===== config.mk =====
export PLATFORM = sky130hd
export DESIGN_NAME = rgb555_color_filter
export DESIGN_NICKNAME = d
export VERILOG_FILES = /design/src/rgbf_pkg.sv /design/src/rgb555_color_filter.sv
export SDC_FILE = /design/constraint.sdc
export NUM_CORES = 1
export LEC_CHECK = 0
export ABC_AREA = 1
export CORE_MARGIN = 1.5
export CORE_UTILIZATION = 30
export CTS_CLUSTER_SIZE = 24
export DETAILED_ROUTE_END_ITERATION = 16
export DONT_BUFFER_PORTS = 1
export SLEW_MARGIN = 20
export SYNTH_ARGS = -nofsm -noshare
export SYNTH_HDL_FRONTEND = slang
export SYNTH_SLANG_ARGS = --single-unit
export TNS_END_PERCENT = 20

===== constraint.sdc =====
create_clock -name clock -period 13.8 [get_ports clock]
set_input_delay 2.76 -clock clock [delete_from_list [all_inputs] [get_ports clock]]
set_output_delay 2.76 -clock clock [all_outputs]
set_load 0.005 [all_outputs]

===== src/rgbf_pkg.sv =====
// rgbf_pkg: shared types, constants and channel helpers for the rgb555 color filter
package rgbf_pkg;

   localparam int CH_W    = 5;
   localparam int WORD_W  = 16;
   localparam int MODE_W  = 5;

   // weighted sums stay below 2^13, quotients by 100 below 2^6
   localparam int SUM_W   = 13;
   localparam int PROD_W  = 25;
   localparam int QUO_W   = 6;

   // x / 100 == (x * 5243) >> 19 for every x below 43690
   localparam logic [PROD_W-1:0] RECIP_100   = PROD_W'(5243);
   localparam int                RECIP_SHIFT = 19;
   // s / 3 == (s * 43) >> 7 for every s below 128
   localparam logic [11:0]       RECIP_3     = 12'd43;

   localparam logic [CH_W-1:0]   CH_MAX      = 5'd31;

   typedef enum logic [MODE_W-1:0] {
      MODE_NONE     = 5'd0,
      MODE_VIBRANT  = 5'd1,
      MODE_CONTRAST = 5'd2,
      MODE_POSTER   = 5'd3,
      MODE_WARM     = 5'd4,
      MODE_COLD     = 5'd5,
      MODE_ETHEREAL = 5'd6,
      MODE_WATER    = 5'd7,
      MODE_GOLDEN   = 5'd8,
      MODE_DREAMY   = 5'd9,
      MODE_RETRO    = 5'd10,
      MODE_ALIEN    = 5'd11,
      MODE_SPACE    = 5'd12,
      MODE_SEPIA    = 5'd13,
      MODE_GRAY     = 5'd14,
      MODE_MONO     = 5'd15,
      MODE_INVERT   = 5'd16,
      MODE_SWAP     = 5'd17
   } filter_mode_type;

   // add with clamp at 31
   function automatic logic [CH_W-1:0] sat_add(input logic [CH_W-1:0] v,
                                                input logic [CH_W-1:0] k);
      logic [CH_W:0] s;
      s = {1'b0, v} + {1'b0, k};
      return s[CH_W] ? CH_MAX : s[CH_W-1:0];
   endfunction

   // subtract with clamp at 0
   function automatic logic [CH_W-1:0] sat_sub(input logic [CH_W-1:0] v,
                                                input logic [CH_W-1:0] k);
      return (v > k) ? v - k : '0;
   endfunction

   // clamp a quotient to the channel range
   function automatic logic [CH_W-1:0] clamp_ch(input logic [QUO_W-1:0] q);
      return (q > QUO_W'(CH_MAX)) ? CH_MAX : q[CH_W-1:0];
   endfunction

   function automatic logic [WORD_W-1:0] pack(input logic [CH_W-1:0] r,
                                              input logic [CH_W-1:0] g,
                                              input logic [CH_W-1:0] b);
      return {1'b0, b, g, r};
   endfunction

endpackage


===== src/rgb555_color_filter.sv =====
// rgb555_color_filter: four-stage pipelined five-five-five color word filter
//
// Usage: a color word enters on the req_ channel (valid/ready) and the
// filtered word leaves on the rsp_ channel (valid/ready), one result beat
// for every request beat, in order. The filter is picked by the mode
// register, written through csr_write_enable / csr_write_data; change it
// only while no beat is in flight.
// Path: input register, then weighted sums, reciprocal divides, filter
// select, each stage registered; rsp_valid is the last stage's valid bit.
// Throughput: one beat per cycle while rsp_ready is high; every stage
// holds one beat, moves it on once the next stage is free; bubbles close up.
// Stall: when rsp_ready is low the output beat holds, the stages behind
// it fill up, and req_ready drops only once all four stages are full.
// Reset: all stage valid bits clear and the mode returns to pass-through.
module rgb555_color_filter
   import rgbf_pkg::*;
(
   input  logic                clock,
   input  logic                reset,
   input  logic                req_valid,
   output logic                req_ready,
   input  logic [WORD_W-1:0]   req_color_in,
   output logic                rsp_valid,
   input  logic                rsp_ready,
   output logic [WORD_W-1:0]   rsp_color_out,
   input  logic                csr_write_enable,
   input  logic [MODE_W-1:0]   csr_write_data
);

   // mode register
   filter_mode_type mode_ff;

   always_ff @(posedge clock) begin
      if (reset) begin
         mode_ff <= MODE_NONE;
      end else if (csr_write_enable) begin
         mode_ff <= filter_mode_type'(csr_write_data);
      end
   end

   // stage valid bits and per-stage ready
   logic valid_a_ff, valid_b_ff, valid_c_ff, valid_d_ff;
   logic ready_a, ready_b, ready_c, ready_d;

   assign ready_d   = !valid_d_ff || rsp_ready;
   assign ready_c   = !valid_c_ff || ready_d;
   assign ready_b   = !valid_b_ff || ready_c;
   assign ready_a   = !valid_a_ff || ready_b;
   assign req_ready = ready_a;

   always_ff @(posedge clock) begin
      if (reset) begin
         valid_a_ff <= 1'b0;
         valid_b_ff <= 1'b0;
         valid_c_ff <= 1'b0;
         valid_d_ff <= 1'b0;
      end else begin
         if (ready_a) valid_a_ff <= req_valid;
         if (ready_b) valid_b_ff <= valid_a_ff;
         if (ready_c) valid_c_ff <= valid_b_ff;
         if (ready_d) valid_d_ff <= valid_c_ff;
      end
   end

   // stage a: capture the beat
   logic [WORD_W-1:0] color_a_ff;
   filter_mode_type   mode_a_ff;

   always_ff @(posedge clock) begin
      if (ready_a && req_valid) begin
         color_a_ff <= req_color_in;
         mode_a_ff  <= mode_ff;
      end
   end

   // stage b: weighted channel sums
   logic [CH_W-1:0]  r_a, g_a, b_a;
   logic [SUM_W-1:0] sep_r_in, sep_g_in, sep_b_in, luma_in;
   logic [6:0]       sum3_in;

   assign r_a = color_a_ff[4:0];
   assign g_a = color_a_ff[9:5];
   assign b_a = color_a_ff[14:10];

   always_comb begin
      sep_r_in = SUM_W'(r_a) * SUM_W'(39) + SUM_W'(g_a) * SUM_W'(77)
               + SUM_W'(b_a) * SUM_W'(19);
      sep_g_in = SUM_W'(r_a) * SUM_W'(35) + SUM_W'(g_a) * SUM_W'(69)
               + SUM_W'(b_a) * SUM_W'(17);
      sep_b_in = SUM_W'(r_a) * SUM_W'(27) + SUM_W'(g_a) * SUM_W'(53)
               + SUM_W'(b_a) * SUM_W'(13);
      luma_in  = SUM_W'(r_a) * SUM_W'(30) + SUM_W'(g_a) * SUM_W'(59)
               + SUM_W'(b_a) * SUM_W'(11);
      sum3_in  = 7'(r_a) + 7'(g_a) + 7'(b_a);
   end

   logic [SUM_W-1:0]  sep_r_ff, sep_g_ff, sep_b_ff, luma_ff;
   logic [6:0]        sum3_ff;
   logic [WORD_W-1:0] color_b_ff;
   filter_mode_type   mode_b_ff;

   always_ff @(posedge clock) begin
      if (ready_b && valid_a_ff) begin
         sep_r_ff   <= sep_r_in;
         sep_g_ff   <= sep_g_in;
         sep_b_ff   <= sep_b_in;
         luma_ff    <= luma_in;
         sum3_ff    <= sum3_in;
         color_b_ff <= color_a_ff;
         mode_b_ff  <= mode_a_ff;
      end
   end

   // stage c: divide by 100 and by 3 through reciprocal multiplies
   logic [PROD_W-1:0] sep_r_prod, sep_g_prod, sep_b_prod, luma_prod;
   logic [11:0]       avg_prod;
   logic [CH_W-1:0]   sep_r_q_in, sep_g_q_in, sep_b_q_in, luma_q_in, avg_q_in;

   always_comb begin
      sep_r_prod = PROD_W'(sep_r_ff) * RECIP_100;
      sep_g_prod = PROD_W'(sep_g_ff) * RECIP_100;
      sep_b_prod = PROD_W'(sep_b_ff) * RECIP_100;
      luma_prod  = PROD_W'(luma_ff) * RECIP_100;
      avg_prod   = 12'(sum3_ff) * RECIP_3;
      sep_r_q_in = clamp_ch(sep_r_prod[RECIP_SHIFT +: QUO_W]);
      sep_g_q_in = clamp_ch(sep_g_prod[RECIP_SHIFT +: QUO_W]);
      sep_b_q_in = clamp_ch(sep_b_prod[RECIP_SHIFT +: QUO_W]);
      // luma never exceeds 31
      luma_q_in  = luma_prod[RECIP_SHIFT +: CH_W];
      avg_q_in   = avg_prod[11:7];
   end

   logic [CH_W-1:0]   sep_r_q_ff, sep_g_q_ff, sep_b_q_ff, luma_q_ff, avg_q_ff;
   logic [WORD_W-1:0] color_c_ff;
   filter_mode_type   mode_c_ff;

   always_ff @(posedge clock) begin
      if (ready_c && valid_b_ff) begin
         sep_r_q_ff <= sep_r_q_in;
         sep_g_q_ff <= sep_g_q_in;
         sep_b_q_ff <= sep_b_q_in;
         luma_q_ff  <= luma_q_in;
         avg_q_ff   <= avg_q_in;
         color_c_ff <= color_b_ff;
         mode_c_ff  <= mode_b_ff;
      end
   end

   // stage d: per-channel filters and mode select
   logic [CH_W-1:0]   r_c, g_c, b_c;
   logic [CH_W:0]     r_dream, g_dream, b_dream;
   logic [WORD_W-1:0] color_out_in;

   assign r_c = color_c_ff[4:0];
   assign g_c = color_c_ff[9:5];
   assign b_c = color_c_ff[14:10];

   assign r_dream = {1'b0, r_c} + {1'b0, CH_MAX};
   assign g_dream = {1'b0, g_c} + {1'b0, CH_MAX};
   assign b_dream = {1'b0, b_c} + {1'b0, CH_MAX};

   always_comb begin
      unique case (mode_c_ff)
         MODE_VIBRANT: begin
            // first channel that holds the maximum gets the boost
            if (r_c >= g_c && r_c >= b_c) begin
               color_out_in = pack(sat_add(r_c, 5'd2), sat_sub(g_c, 5'd2),
                                   sat_sub(b_c, 5'd2));
            end else if (g_c >= b_c) begin
               color_out_in = pack(sat_sub(r_c, 5'd2), sat_add(g_c, 5'd2),
                                   sat_sub(b_c, 5'd2));
            end else begin
               color_out_in = pack(sat_sub(r_c, 5'd2), sat_sub(g_c, 5'd2),
                                   sat_add(b_c, 5'd2));
            end
         end
         MODE_CONTRAST:
            color_out_in = pack(
               (r_c > 5'd15) ? sat_add(r_c, 5'd8) : sat_sub(r_c, 5'd8),
               (g_c > 5'd15) ? sat_add(g_c, 5'd8) : sat_sub(g_c, 5'd8),
               (b_c > 5'd15) ? sat_add(b_c, 5'd8) : sat_sub(b_c, 5'd8));
         MODE_POSTER:
            color_out_in = pack(r_c & 5'd24, g_c & 5'd24, b_c & 5'd24);
         MODE_WARM:
            color_out_in = pack(sat_add(r_c, 5'd5), g_c, b_c);
         MODE_COLD:
            color_out_in = pack(r_c, g_c, sat_add(b_c, 5'd5));
         MODE_ETHEREAL:
            color_out_in = pack(sat_add(sat_add(r_c, 5'd3), 5'd4), sat_sub(g_c, 5'd2),
                                sat_add(sat_add(b_c, 5'd5), 5'd4));
         MODE_WATER:
            color_out_in = pack(r_c >> 1, sat_add(g_c, 5'd8), sat_add(b_c, 5'd8));
         MODE_GOLDEN:
            color_out_in = pack(sat_add(r_c, 5'd6), sat_add(g_c, 5'd4), b_c >> 1);
         MODE_DREAMY:
            color_out_in = pack(r_dream[CH_W:1], g_dream[CH_W:1], b_dream[CH_W:1]);
         MODE_RETRO:
            color_out_in = pack((r_c > 5'd16) ? CH_MAX : '0,
                                (g_c > 5'd16) ? CH_MAX : '0,
                                (b_c > 5'd16) ? CH_MAX : '0);
         MODE_ALIEN:
            color_out_in = pack(b_c, r_c, g_c);
         MODE_SPACE:
            color_out_in = pack(avg_q_ff, b_c, avg_q_ff);
         MODE_SEPIA:
            color_out_in = pack(sep_r_q_ff, sep_g_q_ff, sep_b_q_ff);
         MODE_GRAY:
            color_out_in = pack(luma_q_ff, luma_q_ff, luma_q_ff);
         MODE_MONO:
            color_out_in = (luma_q_ff > 5'd15) ? pack(CH_MAX, CH_MAX, CH_MAX) : '0;
         MODE_INVERT:
            color_out_in = ~color_c_ff;
         MODE_SWAP:
            color_out_in = pack(b_c, g_c, r_c);
         default:
            color_out_in = color_c_ff;
      endcase
   end

   logic [WORD_W-1:0] color_d_ff;

   always_ff @(posedge clock) begin
      if (ready_d && valid_c_ff) begin
         color_d_ff <= color_out_in;
      end
   end

   assign rsp_valid     = valid_d_ff;
   assign rsp_color_out = color_d_ff;

`ifndef ASSERT_OFF
   // a stalled stage b keeps its beat
   a_stage_b_holds: assert property (@(posedge clock) disable iff (reset)
      valid_b_ff && !ready_c |=> valid_b_ff)
      else $error("stage b lost a beat while stalled");

   // the input side never stalls while the first stage is empty
   a_ready_when_empty: assert property (@(posedge clock) disable iff (reset)
      !valid_a_ff |-> req_ready)
      else $error("req_ready low with empty input stage");

   // the divide by 100 of the luma sum stays within one channel
   a_luma_in_range: assert property (@(posedge clock) disable iff (reset)
      valid_b_ff |-> luma_prod[PROD_W-1:RECIP_SHIFT+CH_W] == '0)
      else $error("luma quotient out of channel range");

   // gray output carries three equal channels and a clear top bit
   a_gray_equal: assert property (@(posedge clock) disable iff (reset)
      valid_c_ff && ready_d && mode_c_ff == MODE_GRAY |=>
         rsp_color_out[15] == 1'b0 && rsp_color_out[4:0] == rsp_color_out[9:5]
         && rsp_color_out[9:5] == rsp_color_out[14:10])
      else $error("gray output channels differ");
`endif

endmodule

Yosys cells after proc, flatten, opt, wreduce, memory -nomap -nowiden
Index checks and enable logic that the tools add are counted.
{"block": "classes", "n_addsub": 32, "multipliers": 17, "n_bitwise": 1, "magnitude_cmp": 19, "eq_ne": 17, "n_reduce_logical": 13, "muxes": 29}
{"operator": "one-hot mux 16 bit (17 select lines)", "count": 1}
{"operator": "2-to-1 mux 5 bit", "count": 25}
{"operator": "multiplier 13 x 13 -> 25 bit, second input constant", "count": 3}
{"operator": "2-to-1 mux 15 bit", "count": 3}
{"operator": "multiplier 5 x 6 -> 11 bit, second input constant", "count": 4}
{"operator": "equality test 5 x 4 -> 1 bit, second input constant", "count": 8}
{"operator": "adder 5 x 3 -> 6 bit, second input constant", "count": 6}
{"operator": "greater-than comparator 5 x 4 -> 1 bit, second input constant", "count": 7}
{"operator": "multiplier 5 x 5 -> 10 bit, second input constant", "count": 3}
{"operator": "multiplier 5 x 4 -> 9 bit, second input constant", "count": 3}
{"operator": "adder 11 x 12 -> 13 bit", "count": 2}
{"operator": "adder 12 x 9 -> 13 bit", "count": 2}
{"operator": "adder 13 x 10 -> 13 bit", "count": 2}
{"operator": "adder 10 x 11 -> 12 bit", "count": 2}
{"operator": "adder 5 x 2 -> 6 bit, second input constant", "count": 4}
{"operator": "multiplier 13 x 13 -> 24 bit, second input constant", "count": 1}
{"operator": "multiplier 5 x 7 -> 12 bit, second input constant", "count": 2}
{"operator": "equality test 5 x 3 -> 1 bit, second input constant", "count": 4}
{"operator": "adder 5 x 4 -> 6 bit, second input constant", "count": 3}
{"operator": "adder 5 x 5 -> 6 bit, second input constant", "count": 3}
{"operator": "greater-than comparator 6 x 5 -> 1 bit, second input constant", "count": 3}
{"operator": "inverter 16 bit", "count": 1}
{"operator": "greater-or-equal comparator 5 bit", "count": 3}
{"operator": "greater-than comparator 5 x 2 -> 1 bit, second input constant", "count": 3}
{"operator": "other kinds (12)", "count": 30}
{"block": "totals", "reg_bits": 172, "word_cells": 150, "inputBits": 26, "out_inout_bits": 18}

Depth between registers and ports, before layout
{"block": "logic_depth", "ltp_word": 6, "depth_mapped": 24}

Least setup slack after synthesis
OpenSTA, ideal clock, no wires.
{"block": "synth_path", "kind": "input -> output", "from": "input port rsp_ready", "to": "output port req_ready", "t_arrival_ns": 3.370, "cell_stages": 8, "setup_slack_ns": 7.670, "path_cell_list": "nor2_1 -> inv_1 -> nor2_1 -> inv_1 -> nor2_1 -> inv_1 -> nor2_1 -> inv_1"}
{"block": "synth_between", "elab_chain_cells": 4}
{"element": "from (decl)", "line_no": "rgb555_color_filter.sv:24", "source": "input logic rsp_ready,"}
{"element": "logical OR 1 bit", "line_no": "rgb555_color_filter.sv:45", "source": "assign ready_d = !valid_d_ff || rsp_ready;"}
{"element": "logical OR 1 bit", "line_no": "rgb555_color_filter.sv:46", "source": "assign ready_c = !valid_c_ff || ready_d;"}
{"element": "logical OR 1 bit", "line_no": "rgb555_color_filter.sv:47", "source": "assign ready_b = !valid_b_ff || ready_c;"}
{"element": "logical OR 1 bit", "line_no": "rgb555_color_filter.sv:48", "source": "assign ready_a = !valid_a_ff || ready_b;"}
{"element": "to (decl)", "line_no": "rgb555_color_filter.sv:21", "source": "output logic req_ready,"}
No other way between the ends.

Worst setup path in the final report
Ends and elaborated chain as after synthesis.

==> results.ini <==
[floorplanning]
core_region_area_sq_um=98560
initial_utilization_pct=30.36
die_w_um=318.8
rows=115
die_area_sq_um=101600
dieHeight_um=318.8
io_pins=44

[clocking]
cts_buffer_depth=2
htreeDepth=4
cts_hold_buf=0
clock-sinks=169
cts-root-buf=clkbuf_16
clk_pin_slew_worst_paths_ns=0.07
cts_buffers=17
cts_resized=0
postCtsSetupBuffers=0
cts_tree=built
clk_latency_ns=0.46

[logic_synthesis]
syn-num-nets=4443
synth_warnings=0
synth-edff-count=160
synth-xor-area-share_pct=2.108
synth_compound_area_share_pct=6.243
async_flop_share_pct=0
yosys.area_share.simple_pct=14.55
synthMuxAreaShare_pct=0
synth_cell_types=45
synth_common_cells=inv_1 (843), ha_1 (606), nand2_1 (559)
syn_area_per_cell_sq_um=8.660
synth.area.top_cells=ha_1 (25%), fa_1 (24%), edfxtp_1 (16%)
syn_inst=3455
synth_top_family_by_area=adder cells
synth_area_leader_cell=ha_1
synth_top_area_share_pct=25.34
syn_area_sq_um=29920
yosysSeqAreaShare_pct=16.66
synth_most_common_cell=inv_1
synthAdderAreaFrac_pct=49.16
ys.flop_type=edfxtp_1
ys_ff_latch=169

[timing]
worstMarginPinSlew_ns=1.071
fin_crit_sh_pct=45.70
rsz0062_at_grt=false
final-hold-violation-count=0
report.final.slew_viol_count=0
max_freq_mhz=158.6
maxSlewHeadroom_pct=28.34
timing.final.ws_setup_ns=7.494
period_needed_ns=6.306
tns_ns=0
finalClockSkew_ns=0.01517
setup_viol=0

[finish]
drive_gt1_share_pct=2.392
nFillCells=10200
syn2layout_area_growth_pct=6.950
nNetsFinal=4445
final_util_pct=32.47

[worst_setup_path]
setup.worst_path.start_class=input port
worstPathCellList=nor2_1 > inv_1 > nor2_1 > inv_1 > nor2_1 > inv_1 > nor2_1 > inv_1
critPathLaunch=rsp_ready
critPathRequiredTime_ns=11.04
arrival_ns=3.55
critical_path_class=input port to output port
cpPeakStageDelay_ns=0.16
reg2reg_depth=14
crit_path_end_kind=output port
crit_fanout=3
worst_path_max_delay_cell=nor2_1
r2r_start=color_a_ff[3]

[job]
maxCapViolCount=0

[hold_path]
holdCritPathClass=register to register
min_from=mode_b_ff[0]
hold_depth=0

[global_routing]
grt_pass1_wl_um=116500
grt_max_degree=73
grt-ovfl-total=0
antenna_found_initial=7
gr-usage-all-layers_pct=14.14
grt_pass1_vias=22360

[route]
wl_per_cell_um=14.64
drtPass1Iterations=6
dr.first_iter.drc_count=1480
drc=0
ant_nets=0
wl_um=69660
num_vias=21810
vias_per_cell=4.584

[placed_design]
dp_hpwl_um=59420
numPortBuffers=0
gp_congestion=0.9438
place_ws_ns=7.495

[run_status]
status=finished, final reports clean

-- layout make-up --
cell class,instances,area (sq um),area share (%)
multi-input combinational,2399,21560,67.38
tap,1287,1610,5.032
timing repair buffer,6,45.04,0.1408
sequential,169,4985,15.58
inverter,864,3246,10.14
antenna,1,2.502,0.007820
clock inverter,11,87.58,0.2737
clock buffer,21,461.7,1.443
-- flip-flops by register name, indices dropped and copies added (netlist names), 7 cells and up --
name and flops:
color_a_ff 16, color_b_ff 16, color_c_ff 16, luma_ff 13, rsp_color_out 16, sep_b_ff 12, sep_g_ff 12, sep_r_ff 12
sum3_ff 7
-- placed cells by master, fill, tap and decap left out, types with 7 or more instances in the layout --
master / Yosys / routed
nand2_1: 559 / 559
clkinv_1: 7 / 7
o21a_1: 11 / 11
ha_1: 606 / 606
xnor2_1: 27 / 27
edfxtp_1: 160 / 160
a31oi_1: 8 / 8
or2_2: 8 / 8
xor2_1: 45 / 45
nand3b_1: 7 / 7
clkbuf_16: 0 / 18
nand4_1: 45 / 45
a21o_1: 13 / 13
inv_2: 13 / 14
o21ai_0: 102 / 102
nor2_1: 217 / 216
inv_1: 843 / 841
o211ai_1: 10 / 10
dfxtp_1: 9 / 9
fa_1: 356 / 356
a21oi_1: 160 / 160
o21bai_1: 10 / 10
nand3_1: 144 / 144
nor3_1: 22 / 22
-- final timing paths --
check | end | slack (ns)
worst min-delay path | mode_c_ff[0] | 0.42
worst min register to register | mode_c_ff[0] | 0.42
worst max register to register | sep_r_ff[9] | 8.36
worst max-delay path | req_ready | 7.49
-- routing by layer --
metal  wire length [um]  vias to the layer above  global-route usage, %
met2              31900                      481                  23.01
met4                697                        8                  2.158
met3               3337                       57                  2.115
li1                   -                    10940                      -
met1              33690                    10330                  20.12
met5                 47                        -                      0
-- cell families (layout without fill, tap and decap cells) --
family	after synthesis	after routing
and+or+nand+nor	1026	1026
adders and majority gates	962	962
buffers and inverters	887	902
AOI/OAI and AO/OA	339	339
DFF	169	169
xor gates and xnor gates	72	72
other	0	1
-- critical path: cells and delay by family --
kind | cells | cell delay [ns]
buf+inv | 4 | 0.32
simple gates | 4 | 0.46
-- per-stage QoR --
| step | instances | area, sq um | hold WS, ns |
|---|---|---|---|
| after floorplan | 3455 | 29920 | 0.4003 |
| after global placement | 4725 | 31450 | 0.4021 |
| after detailed placement | 4725 | 31450 | 0.4045 |
| after CTS | 4757 | 32000 | 0.4199 |
| after global routing | 4757 | 32000 | 0.4267 |
| final | 4758 | 32000 | 0.4169 |
Power is not shown: default switching activity piles up to over one toggle a cycle in this logic, so the estimate is an artifact.
